### src/hdl/phbm_pkg.sv
// ----------------------------------------------------------------------------
// phbm_pkg
// Shared types, constants and helper functions of the peak-hold bar meter.
// ----------------------------------------------------------------------------
package phbm_pkg;

    // number of bar segments and derived widths
    localparam int SEGMENTS     = 16;
    localparam int SEG_MUL_W    = $clog2(SEGMENTS + 1);
    localparam int SEG_PROD_W   = 13 + SEG_MUL_W;
    localparam int SEG_IDX_W    = SEG_PROD_W - 12;

    // field widths
    localparam int RAW_W        = 16;
    localparam int GAIN_W       = 10;
    localparam int HOLD_W       = 8;
    localparam int LVL_W        = 13;
    localparam int PROD_W       = RAW_W + GAIN_W;
    localparam int MASK_W       = 16;
    localparam int CNT5_W       = 5;
    localparam int ADDR_W       = 4;
    localparam int DATA_W       = 32;

    // full scale is 1.0 in Q.12
    localparam logic [LVL_W-1:0]  FULL_SCALE  = 13'd4096;
    localparam logic [HOLD_W-1:0] CNT_MAX     = 8'd255;
    localparam logic [CNT5_W-1:0] SAT5_MAX    = 5'd31;

    // register reset values
    localparam logic [GAIN_W-1:0] GAIN_RST    = 10'd640;
    localparam logic [HOLD_W-1:0] HOLD_RST    = 8'd40;
    localparam logic [LVL_W-1:0]  DECAY_RST   = 13'd102;
    localparam logic [LVL_W-1:0]  SHOW_RST    = 13'd205;

    // register indexes, byte address is 4 * index
    typedef enum logic [1:0] {
        REG_GAIN  = 2'd0,
        REG_HOLD  = 2'd1,
        REG_DECAY = 2'd2,
        REG_SHOW  = 2'd3
    } reg_idx_t;

    // configuration seen by the datapath
    typedef struct packed {
        logic [GAIN_W-1:0] gain_q8;
        logic [HOLD_W-1:0] hold_frames;
        logic [LVL_W-1:0]  decay_step;
        logic [LVL_W-1:0]  peak_show_level;
    } cfg_t;

    // floor(v * SEGMENTS / 4096)
    function automatic logic [SEG_IDX_W-1:0] seg_index(input logic [LVL_W-1:0] v);
        logic [SEG_PROD_W-1:0] p;
        begin
            p = SEG_PROD_W'(v) * SEG_PROD_W'(SEGMENTS);
            return p[SEG_PROD_W-1:12];
        end
    endfunction

    // clamp a segment index to the 5-bit field
    function automatic logic [CNT5_W-1:0] sat5(input logic [SEG_IDX_W-1:0] v);
        begin
            if (v > SEG_IDX_W'(SAT5_MAX))
                return SAT5_MAX;
            else
                return CNT5_W'(v);
        end
    endfunction

    // thermometer mask of lit segments
    function automatic logic [MASK_W-1:0] bar_mask(input logic [SEG_IDX_W-1:0] lit);
        logic [MASK_W-1:0] m;
        begin
            m = '0;
            for (int i = 0; i < MASK_W; i++)
                m[i] = (SEG_IDX_W'(i) < lit);
            return m;
        end
    endfunction

endpackage

### src/hdl/phbm_regs.sv
// ----------------------------------------------------------------------------
// phbm_regs
// APB configuration registers: gain, hold time, decay step, show threshold.
// ----------------------------------------------------------------------------
module phbm_regs (
    input  logic                          clk,
    input  logic                          rst_n,
    input  logic                          psel,
    input  logic                          penable,
    input  logic                          pwrite,
    input  logic [phbm_pkg::ADDR_W-1:0]   paddr,
    input  logic [phbm_pkg::DATA_W-1:0]   pwdata,
    output logic [phbm_pkg::DATA_W-1:0]   prdata,
    output logic                          pready,
    output phbm_pkg::cfg_t                cfg
);
    import phbm_pkg::*;

    cfg_t     cfg_reg;
    reg_idx_t idx;
    logic     wr_en;

    assign idx    = reg_idx_t'(paddr[3:2]);
    assign wr_en  = psel & penable & pwrite;
    assign pready = 1'b1;
    assign cfg    = cfg_reg;

    // register writes
    always_ff @(posedge clk or negedge rst_n)
    begin
        if (!rst_n)
        begin
            cfg_reg.gain_q8         <= GAIN_RST;
            cfg_reg.hold_frames     <= HOLD_RST;
            cfg_reg.decay_step      <= DECAY_RST;
            cfg_reg.peak_show_level <= SHOW_RST;
        end
        else if (wr_en)
        begin
            unique case (idx)
                REG_GAIN:  cfg_reg.gain_q8         <= pwdata[GAIN_W-1:0];
                REG_HOLD:  cfg_reg.hold_frames     <= pwdata[HOLD_W-1:0];
                REG_DECAY: cfg_reg.decay_step      <= pwdata[LVL_W-1:0];
                REG_SHOW:  cfg_reg.peak_show_level <= pwdata[LVL_W-1:0];
                default:   ;
            endcase
        end
    end

    // read mux
    always_comb
    begin
        unique case (idx)
            REG_GAIN:  prdata = DATA_W'(cfg_reg.gain_q8);
            REG_HOLD:  prdata = DATA_W'(cfg_reg.hold_frames);
            REG_DECAY: prdata = DATA_W'(cfg_reg.decay_step);
            REG_SHOW:  prdata = DATA_W'(cfg_reg.peak_show_level);
            default:   prdata = '0;
        endcase
    end

endmodule

### src/hdl/phbm_gain.sv
// ----------------------------------------------------------------------------
// phbm_gain
// Input register, then gain multiply and saturation to full scale.
// ----------------------------------------------------------------------------
module phbm_gain (
    input  logic                          clk,
    input  logic                          rst_n,
    input  logic                          in_valid,
    output logic                          in_ready,
    input  logic [phbm_pkg::RAW_W-1:0]    level_in,
    input  logic [phbm_pkg::GAIN_W-1:0]   gain_q8,
    output logic                          lvl_valid,
    input  logic                          lvl_ready,
    output logic [phbm_pkg::LVL_W-1:0]    lvl
);
    import phbm_pkg::*;

    logic                raw_valid_reg;
    logic [RAW_W-1:0]    raw_reg;
    logic                lvl_valid_reg;
    logic [LVL_W-1:0]    lvl_reg;
    logic                lvl_take;
    logic                raw_take;
    logic [PROD_W-1:0]   prod;
    logic [PROD_W-13:0]  scaled;
    logic [LVL_W-1:0]    lvl_next;

    assign lvl_take  = !lvl_valid_reg || lvl_ready;
    assign raw_take  = !raw_valid_reg || lvl_take;
    assign in_ready  = raw_take;
    assign lvl_valid = lvl_valid_reg;
    assign lvl       = lvl_reg;

    // Q0.16 times Q2.8 gives Q2.24; keep Q.12 and clamp at 1.0
    always_comb
    begin
        prod   = PROD_W'(raw_reg) * PROD_W'(gain_q8);
        scaled = prod[PROD_W-1:12];
        if (scaled > (PROD_W-12)'(FULL_SCALE))
            lvl_next = FULL_SCALE;
        else
            lvl_next = scaled[LVL_W-1:0];
    end

    // valid bits
    always_ff @(posedge clk or negedge rst_n)
    begin
        if (!rst_n)
        begin
            raw_valid_reg <= 1'b0;
            lvl_valid_reg <= 1'b0;
        end
        else
        begin
            if (raw_take)
                raw_valid_reg <= in_valid;
            if (lvl_take)
                lvl_valid_reg <= raw_valid_reg;
        end
    end

    // payload
    always_ff @(posedge clk)
    begin
        if (raw_take && in_valid)
            raw_reg <= level_in;
        if (lvl_take && raw_valid_reg)
            lvl_reg <= lvl_next;
    end

endmodule

### src/hdl/phbm_peak.sv
// ----------------------------------------------------------------------------
// phbm_peak
// Peak-hold state update and result register with bar segment outputs.
// ----------------------------------------------------------------------------
module phbm_peak (
    input  logic                          clk,
    input  logic                          rst_n,
    input  phbm_pkg::cfg_t                cfg,
    input  logic                          lvl_valid,
    output logic                          lvl_ready,
    input  logic [phbm_pkg::LVL_W-1:0]    lvl,
    output logic                          out_valid,
    input  logic                          out_ready,
    output logic [phbm_pkg::LVL_W-1:0]    level_now,
    output logic [phbm_pkg::LVL_W-1:0]    peak_value,
    output logic [phbm_pkg::MASK_W-1:0]   lit_mask,
    output logic [phbm_pkg::CNT5_W-1:0]   lit_count,
    output logic [phbm_pkg::CNT5_W-1:0]   peak_segment,
    output logic                          peak_shown
);
    import phbm_pkg::*;

    logic [LVL_W-1:0]      held_peak_reg;
    logic [HOLD_W-1:0]     hold_cnt_reg;
    logic [LVL_W-1:0]      held_peak_next;
    logic [HOLD_W-1:0]     hold_cnt_next;
    logic                  out_valid_reg;
    logic [LVL_W-1:0]      level_now_reg;
    logic [MASK_W-1:0]     lit_mask_reg;
    logic [CNT5_W-1:0]     lit_count_reg;
    logic [CNT5_W-1:0]     peak_seg_reg;
    logic                  peak_shown_reg;
    logic                  out_take;
    logic                  upd;
    logic [SEG_IDX_W-1:0]  lit_idx;
    logic [SEG_IDX_W-1:0]  pseg_idx;

    assign out_take  = !out_valid_reg || out_ready;
    assign lvl_ready = out_take;
    assign upd       = lvl_valid && out_take;

    assign out_valid    = out_valid_reg;
    assign level_now    = level_now_reg;
    assign peak_value   = held_peak_reg;
    assign lit_mask     = lit_mask_reg;
    assign lit_count    = lit_count_reg;
    assign peak_segment = peak_seg_reg;
    assign peak_shown   = peak_shown_reg;

    // new peak captures and restarts the hold, else count, and decay once past hold_frames
    always_comb
    begin
        held_peak_next = held_peak_reg;
        hold_cnt_next  = hold_cnt_reg;
        if (lvl > held_peak_reg)
        begin
            held_peak_next = lvl;
            hold_cnt_next  = '0;
        end
        else
        begin
            if (hold_cnt_reg != CNT_MAX)
                hold_cnt_next = hold_cnt_reg + 1'b1;
            if (hold_cnt_next > cfg.hold_frames)
            begin
                if (held_peak_reg > cfg.decay_step)
                    held_peak_next = held_peak_reg - cfg.decay_step;
                else
                    held_peak_next = '0;
            end
        end
        lit_idx  = seg_index(lvl);
        pseg_idx = seg_index(held_peak_next);
    end

    // control state and peak tracking
    always_ff @(posedge clk or negedge rst_n)
    begin
        if (!rst_n)
        begin
            out_valid_reg <= 1'b0;
            held_peak_reg <= '0;
            hold_cnt_reg  <= '0;
        end
        else
        begin
            if (out_take)
                out_valid_reg <= lvl_valid;
            if (upd)
            begin
                held_peak_reg <= held_peak_next;
                hold_cnt_reg  <= hold_cnt_next;
            end
        end
    end

    // result payload
    always_ff @(posedge clk)
    begin
        if (upd)
        begin
            level_now_reg  <= lvl;
            lit_mask_reg   <= bar_mask(lit_idx);
            lit_count_reg  <= sat5(lit_idx);
            peak_seg_reg   <= sat5(pseg_idx);
            peak_shown_reg <= (held_peak_next > cfg.peak_show_level) &&
                              (pseg_idx < SEG_IDX_W'(SEGMENTS));
        end
    end

endmodule

### src/hdl/peak_hold_bar_meter_core.sv
// ----------------------------------------------------------------------------
// peak_hold_bar_meter_core
// Level meter: gain and clamp, peak hold with decay, bar segment outputs.
// ----------------------------------------------------------------------------
// an accepted item passes the input, level and result registers in order
// throughput: one item per cycle while out_ready holds
// input and level registers take new items while a result waits, until full
// reset: registers return to gain 640, hold 40, decay 102, show level 205;
// held peak and hold counter clear to zero, no item in flight
module peak_hold_bar_meter_core (
    input  logic                          clk,
    input  logic                          rst_n,
    input  logic                          psel,
    input  logic                          penable,
    input  logic                          pwrite,
    input  logic [phbm_pkg::ADDR_W-1:0]   paddr,
    input  logic [phbm_pkg::DATA_W-1:0]   pwdata,
    output logic [phbm_pkg::DATA_W-1:0]   prdata,
    output logic                          pready,
    input  logic                          in_valid,
    output logic                          in_ready,
    input  logic [phbm_pkg::RAW_W-1:0]    level_in,
    output logic                          out_valid,
    input  logic                          out_ready,
    output logic [phbm_pkg::LVL_W-1:0]    level_now,
    output logic [phbm_pkg::LVL_W-1:0]    peak_value,
    output logic [phbm_pkg::MASK_W-1:0]   lit_mask,
    output logic [phbm_pkg::CNT5_W-1:0]   lit_count,
    output logic [phbm_pkg::CNT5_W-1:0]   peak_segment,
    output logic                          peak_shown
);
    import phbm_pkg::*;

    cfg_t              cfg;
    logic              lvl_valid;
    logic              lvl_ready;
    logic [LVL_W-1:0]  lvl;

    // configuration registers
    phbm_regs u_regs (
        .clk     (clk),
        .rst_n   (rst_n),
        .psel    (psel),
        .penable (penable),
        .pwrite  (pwrite),
        .paddr   (paddr),
        .pwdata  (pwdata),
        .prdata  (prdata),
        .pready  (pready),
        .cfg     (cfg)
    );

    // gain and clamp stage
    phbm_gain u_gain (
        .clk       (clk),
        .rst_n     (rst_n),
        .in_valid  (in_valid),
        .in_ready  (in_ready),
        .level_in  (level_in),
        .gain_q8   (cfg.gain_q8),
        .lvl_valid (lvl_valid),
        .lvl_ready (lvl_ready),
        .lvl       (lvl)
    );

    // peak hold and result stage
    phbm_peak u_peak (
        .clk          (clk),
        .rst_n        (rst_n),
        .cfg          (cfg),
        .lvl_valid    (lvl_valid),
        .lvl_ready    (lvl_ready),
        .lvl          (lvl),
        .out_valid    (out_valid),
        .out_ready    (out_ready),
        .level_now    (level_now),
        .peak_value   (peak_value),
        .lit_mask     (lit_mask),
        .lit_count    (lit_count),
        .peak_segment (peak_segment),
        .peak_shown   (peak_shown)
    );

endmodule

### config.mk
export PLATFORM = sky130hd
export DESIGN_NAME = peak_hold_bar_meter_core
export DESIGN_NICKNAME = d
export VERILOG_FILES = /design/src/hdl/phbm_pkg.sv /design/src/hdl/phbm_regs.sv /design/src/hdl/phbm_gain.sv /design/src/hdl/phbm_peak.sv /design/src/hdl/peak_hold_bar_meter_core.sv
export SDC_FILE = /design/constraint.sdc
export NUM_CORES = 1
export LEC_CHECK = 0
export ABC_CLOCK_PERIOD_IN_PS = 8760
export BUFFER_PORTS_ARGS = -buffer_cell sky130_fd_sc_hd__buf_2
export CAP_MARGIN = 5
export CORE_UTILIZATION = 44
export DETAILED_ROUTE_END_ITERATION = 12
export PLACE_DENSITY = 0.73
export SYNTH_ARGS = -nofsm -noshare
export SYNTH_HDL_FRONTEND = slang
export SYNTH_HIERARCHICAL = 1
export SYNTH_SLANG_ARGS = --single-unit
### constraint.sdc
create_clock -name clk -period 8.76 [get_ports clk]
set_input_delay 1.314 -clock clk [delete_from_list [all_inputs] [get_ports clk]]
set_output_delay 1.314 -clock clk [all_outputs]
set_load 0.02 [all_outputs]
==> qor.json <==
{
  "run_status": "finished, final reports clean",
  "post-route-util_pct": 49.1,
  "clock-skew-final_ps": 16.4,
  "std_cell_rows": 62,
  "regToRegStartpoint": "u_regs/cfg[40]$_DFFE_PN0P_",
  "dieArea_mm2": 0.0299,
  "route.detailed.wl_per_inst_um": 17.4,
  "clock_tree_from_tritoncts": "built",
  "maximum_clock_frequency_ghz": 0.152,
  "first_iter_violations": 656,
  "post_synthesis_mean_instance_area_um2": 9.96,
  "number_of_antenna_violations_at_the_first_check_in_global_routing": 0,
  "timing.final.hold_violations": 0,
  "gpl.final_weighted_congestion": 0.906,
  "fp.dieH_um": 173,
  "die_width_um": 173,
  "stdcell_count": 1752,
  "regToRegEndpoint": "u_gain/lvl[9]$_SDFFCE_PN0P_",
  "setup_viol": 0,
  "netlist_instances": 1290,
  "clock-sinks": 136,
  "core_footprint_mm2": 0.0287,
  "grt_setup_unrepaired": "false",
  "io_pins": 147,
  "floorplan.initialDensity_pct": 44.8,
  "yosysSeqAreaShare_pct": 29.2,
  "cp.required_ps": 8930,
  "startpoint_type": "register",
  "drtPass1Iterations": 6,
  "yosys.cell_count.top_type": "sky130_fd_sc_hd__inv_1",
  "ff_latch_area_mm2": 0.00376,
  "critical_path.endpoint": "u_gain/lvl[9]$_SDFFCE_PN0P_",
  "cts_inserted_buffers": 17,
  "r2r.worst_path.cells": 19,
  "grt_start_max_net_pins": 69,
  "synth_area_mm2": 0.0129,
  "cts-htree-levels": 4,
  "cts_root_buf": "sky130_fd_sc_hd__clkbuf_16",
  "crit_arrival_ps": 6750,
  "clkSlewWorstSetupHoldPaths_ps": 70,
  "grt_remaining_overflow": 0,
  "filler_cell_count": 2672,
  "synth_flop_cell": "sky130_fd_sc_hd__edfxtp_1",
  "yosysTopAreaCell": "sky130_fd_sc_hd__fa_1",
  "r2r_slack_ps": 2180,
  "cts-root-to-sink-buffers": 2,
  "synthesis_to_finish_area_growth_pct": 9.54,
  "grt_pass1_vias": 9590,
  "post-cts-setup-buffers": 0,
  "insertedDiodeCount": 0,
  "via_count": 9591,
  "yosysWarningCount": 6,
  "yosysTopAreaCellShare_pct": 17.1,
  "drive_above_1_share_pct": 18.3,
  "maxCapViolCount": 0,
  "period_needed_ps": 6580,
  "ctsHoldBuffers": 0,
  "synth_cell_type_count": 91,
  "critPathLaunch": "u_regs/cfg[40]$_DFFE_PN0P_",
  "multiInputGateArea_mm2": 0.00801,
  "total_half_perimeter_wirelength_after_legalization_and_detailed_placement_um": 23200,
  "io_buffers": 105,
  "synth_async_sr_flop_share_pct": 50.0,
  "min_path_type": "register to register",
  "netlist_top_cells_area": "sky130_fd_sc_hd__fa_1 (17%), sky130_fd_sc_hd__edfxtp_1 (16%), sky130_fd_sc_hd__dfrtp_1 (11%)",
  "latest_clock_arrival_within_the_worst_skew_pair_ps": 420,
  "track_usage_pct": 20.7,
  "critical_path.max_fanout": 18,
  "placedCellCount": 1720,
  "final_nets": 1631,
  "drc": 0,
  "synth-edff-count": 68,
  "viasPerCell": 5.47,
  "grt_first_pass_wirelength_um": 49000,
  "totalNegativeSetupSlack_ps": 0,
  "path_type_of_the_worst_setup_path": "register to register",
  "gates_resized_cts_repair": 0,
  "maxSlewHeadroom_pct": 36.1,
  "tightestPinTransition_ps": 959,
  "post-route-period-util_pct": 75.1,
  "critPathCaptureType": "register",
  "timing.final.max_slew_violations": 0,
  "hold_slack_ps": 493,
  "postSynthRegisterBits": 136,
  "netlist_top_cells_count": "sky130_fd_sc_hd__inv_1 (180), sky130_fd_sc_hd__nand2_1 (156), sky130_fd_sc_hd__fa_1 (110)",
  "largest_register_ff_count": 44,
  "antenna_left": 0,
  "routed_wirelength_um": 30400
}
-- worst min path at each step --
stage | start | to | cells after the start
final | u_gain/raw_valid_reg$_DFFE_PN0N_ | u_gain/lvl_valid$_DFFE_PN0P_ | 1
after CTS | u_gain/raw_valid_reg$_DFFE_PN0N_ | u_gain/lvl_valid$_DFFE_PN0P_ | 1
after floorplan | u_gain/raw_valid_reg$_DFFE_PN0N_ | u_gain/lvl_valid$_DFFE_PN0P_ | 1
after global placement | u_gain/raw_valid_reg$_DFFE_PN0N_ | u_gain/lvl_valid$_DFFE_PN0P_ | 1
after detailed placement | u_gain/raw_valid_reg$_DFFE_PN0N_ | u_gain/lvl_valid$_DFFE_PN0P_ | 1
after global routing | u_gain/raw_valid_reg$_DFFE_PN0N_ | u_gain/lvl_valid$_DFFE_PN0P_ | 1
-- layout make-up --
type	instances	share of cell area (%)
multi-input combinational	910	56.9
sequential	136	26.7
inverter	180	4.80
timing repair buffer	110	4.00
tap	384	3.41
clock buffer	18	3.20
clock inverter	14	1.01
-- metrics by stage --
stage | cell area [µm²] | setup WS [ps]
global placement | 13500 | 2310
CTS | 14100 | 2240
detailed placement | 13500 | 2260
floorplan | 12900 | 3070
global route | 14100 | 1820
finish | 14100 | 2180
-- per-layer routing --
metal | global-route usage (%) | share of wire (%)
met2 | 36.4 | 50
met1 | 26.6 | 44
met4 | 6.31 | 1.9
met3 | 2.51 | 4.1
met5 | 0 | 0
-- logic make-up after synthesis --
group | synth area share [%]
AND/OR/NAND/NOR | 15.1
buffers and inverters | 8.99
adder cells (fa/ha/maj) | 27.5
AO/OA/AOI/OAI | 11.2
flip-flops | 29.2
multiplexers | 6.57
XOR/XNOR | 1.29
other | 0.0584
-- critical path, cell delays in order (launching register included) --
cell and delay, ps:
sky130_fd_sc_hd__dfrtp_1 670, sky130_fd_sc_hd__and2_1 300, sky130_fd_sc_hd__fa_1 540, sky130_fd_sc_hd__inv_1 50, sky130_fd_sc_hd__fa_1 460, sky130_fd_sc_hd__fa_1 540, sky130_fd_sc_hd__inv_1 60, sky130_fd_sc_hd__fa_1 540
sky130_fd_sc_hd__inv_1 60, sky130_fd_sc_hd__fa_1 530, sky130_fd_sc_hd__inv_1 40, sky130_fd_sc_hd__ha_1 380, sky130_fd_sc_hd__a21oi_1 300, sky130_fd_sc_hd__o21ai_2 160, sky130_fd_sc_hd__a21oi_1 170, sky130_fd_sc_hd__a21oi_1 100
sky130_fd_sc_hd__o21ai_0 300, sky130_fd_sc_hd__a21oi_1 120, sky130_fd_sc_hd__a21oi_1 700, sky130_fd_sc_hd__and3b_1 270
-- layout by cell type (no fill, tap or decap), drive strengths merged, types with 4 or more instances in the layout --
cell type,instances
ha,107
buf,110
o211ai,4
or3,5
clkbuf,18
nand2b,13
xnor2,12
and2,82
or2,6
a211oi,11
nor2b,13
dfstp,13
nand3,18
and3,8
nand4,13
edfxtp,68
a22oi,7
o21ai,49
dfrtp,55
inv,190
fa,110
nor3,7
conb,20
a31o,4
mux2i,6
o221ai,9
o21bai,4
a31oi,12
nand2,156
a21oi,53
and3b,4
o31ai,5
mux2,49
mux4,8
a21o,15
o21a,8
a22o,7
nor2,44
xor2,7
Power is left out: the tool's default activity adds up to more than one toggle a clock period on the data nets, which glitch-free logic cannot reach.
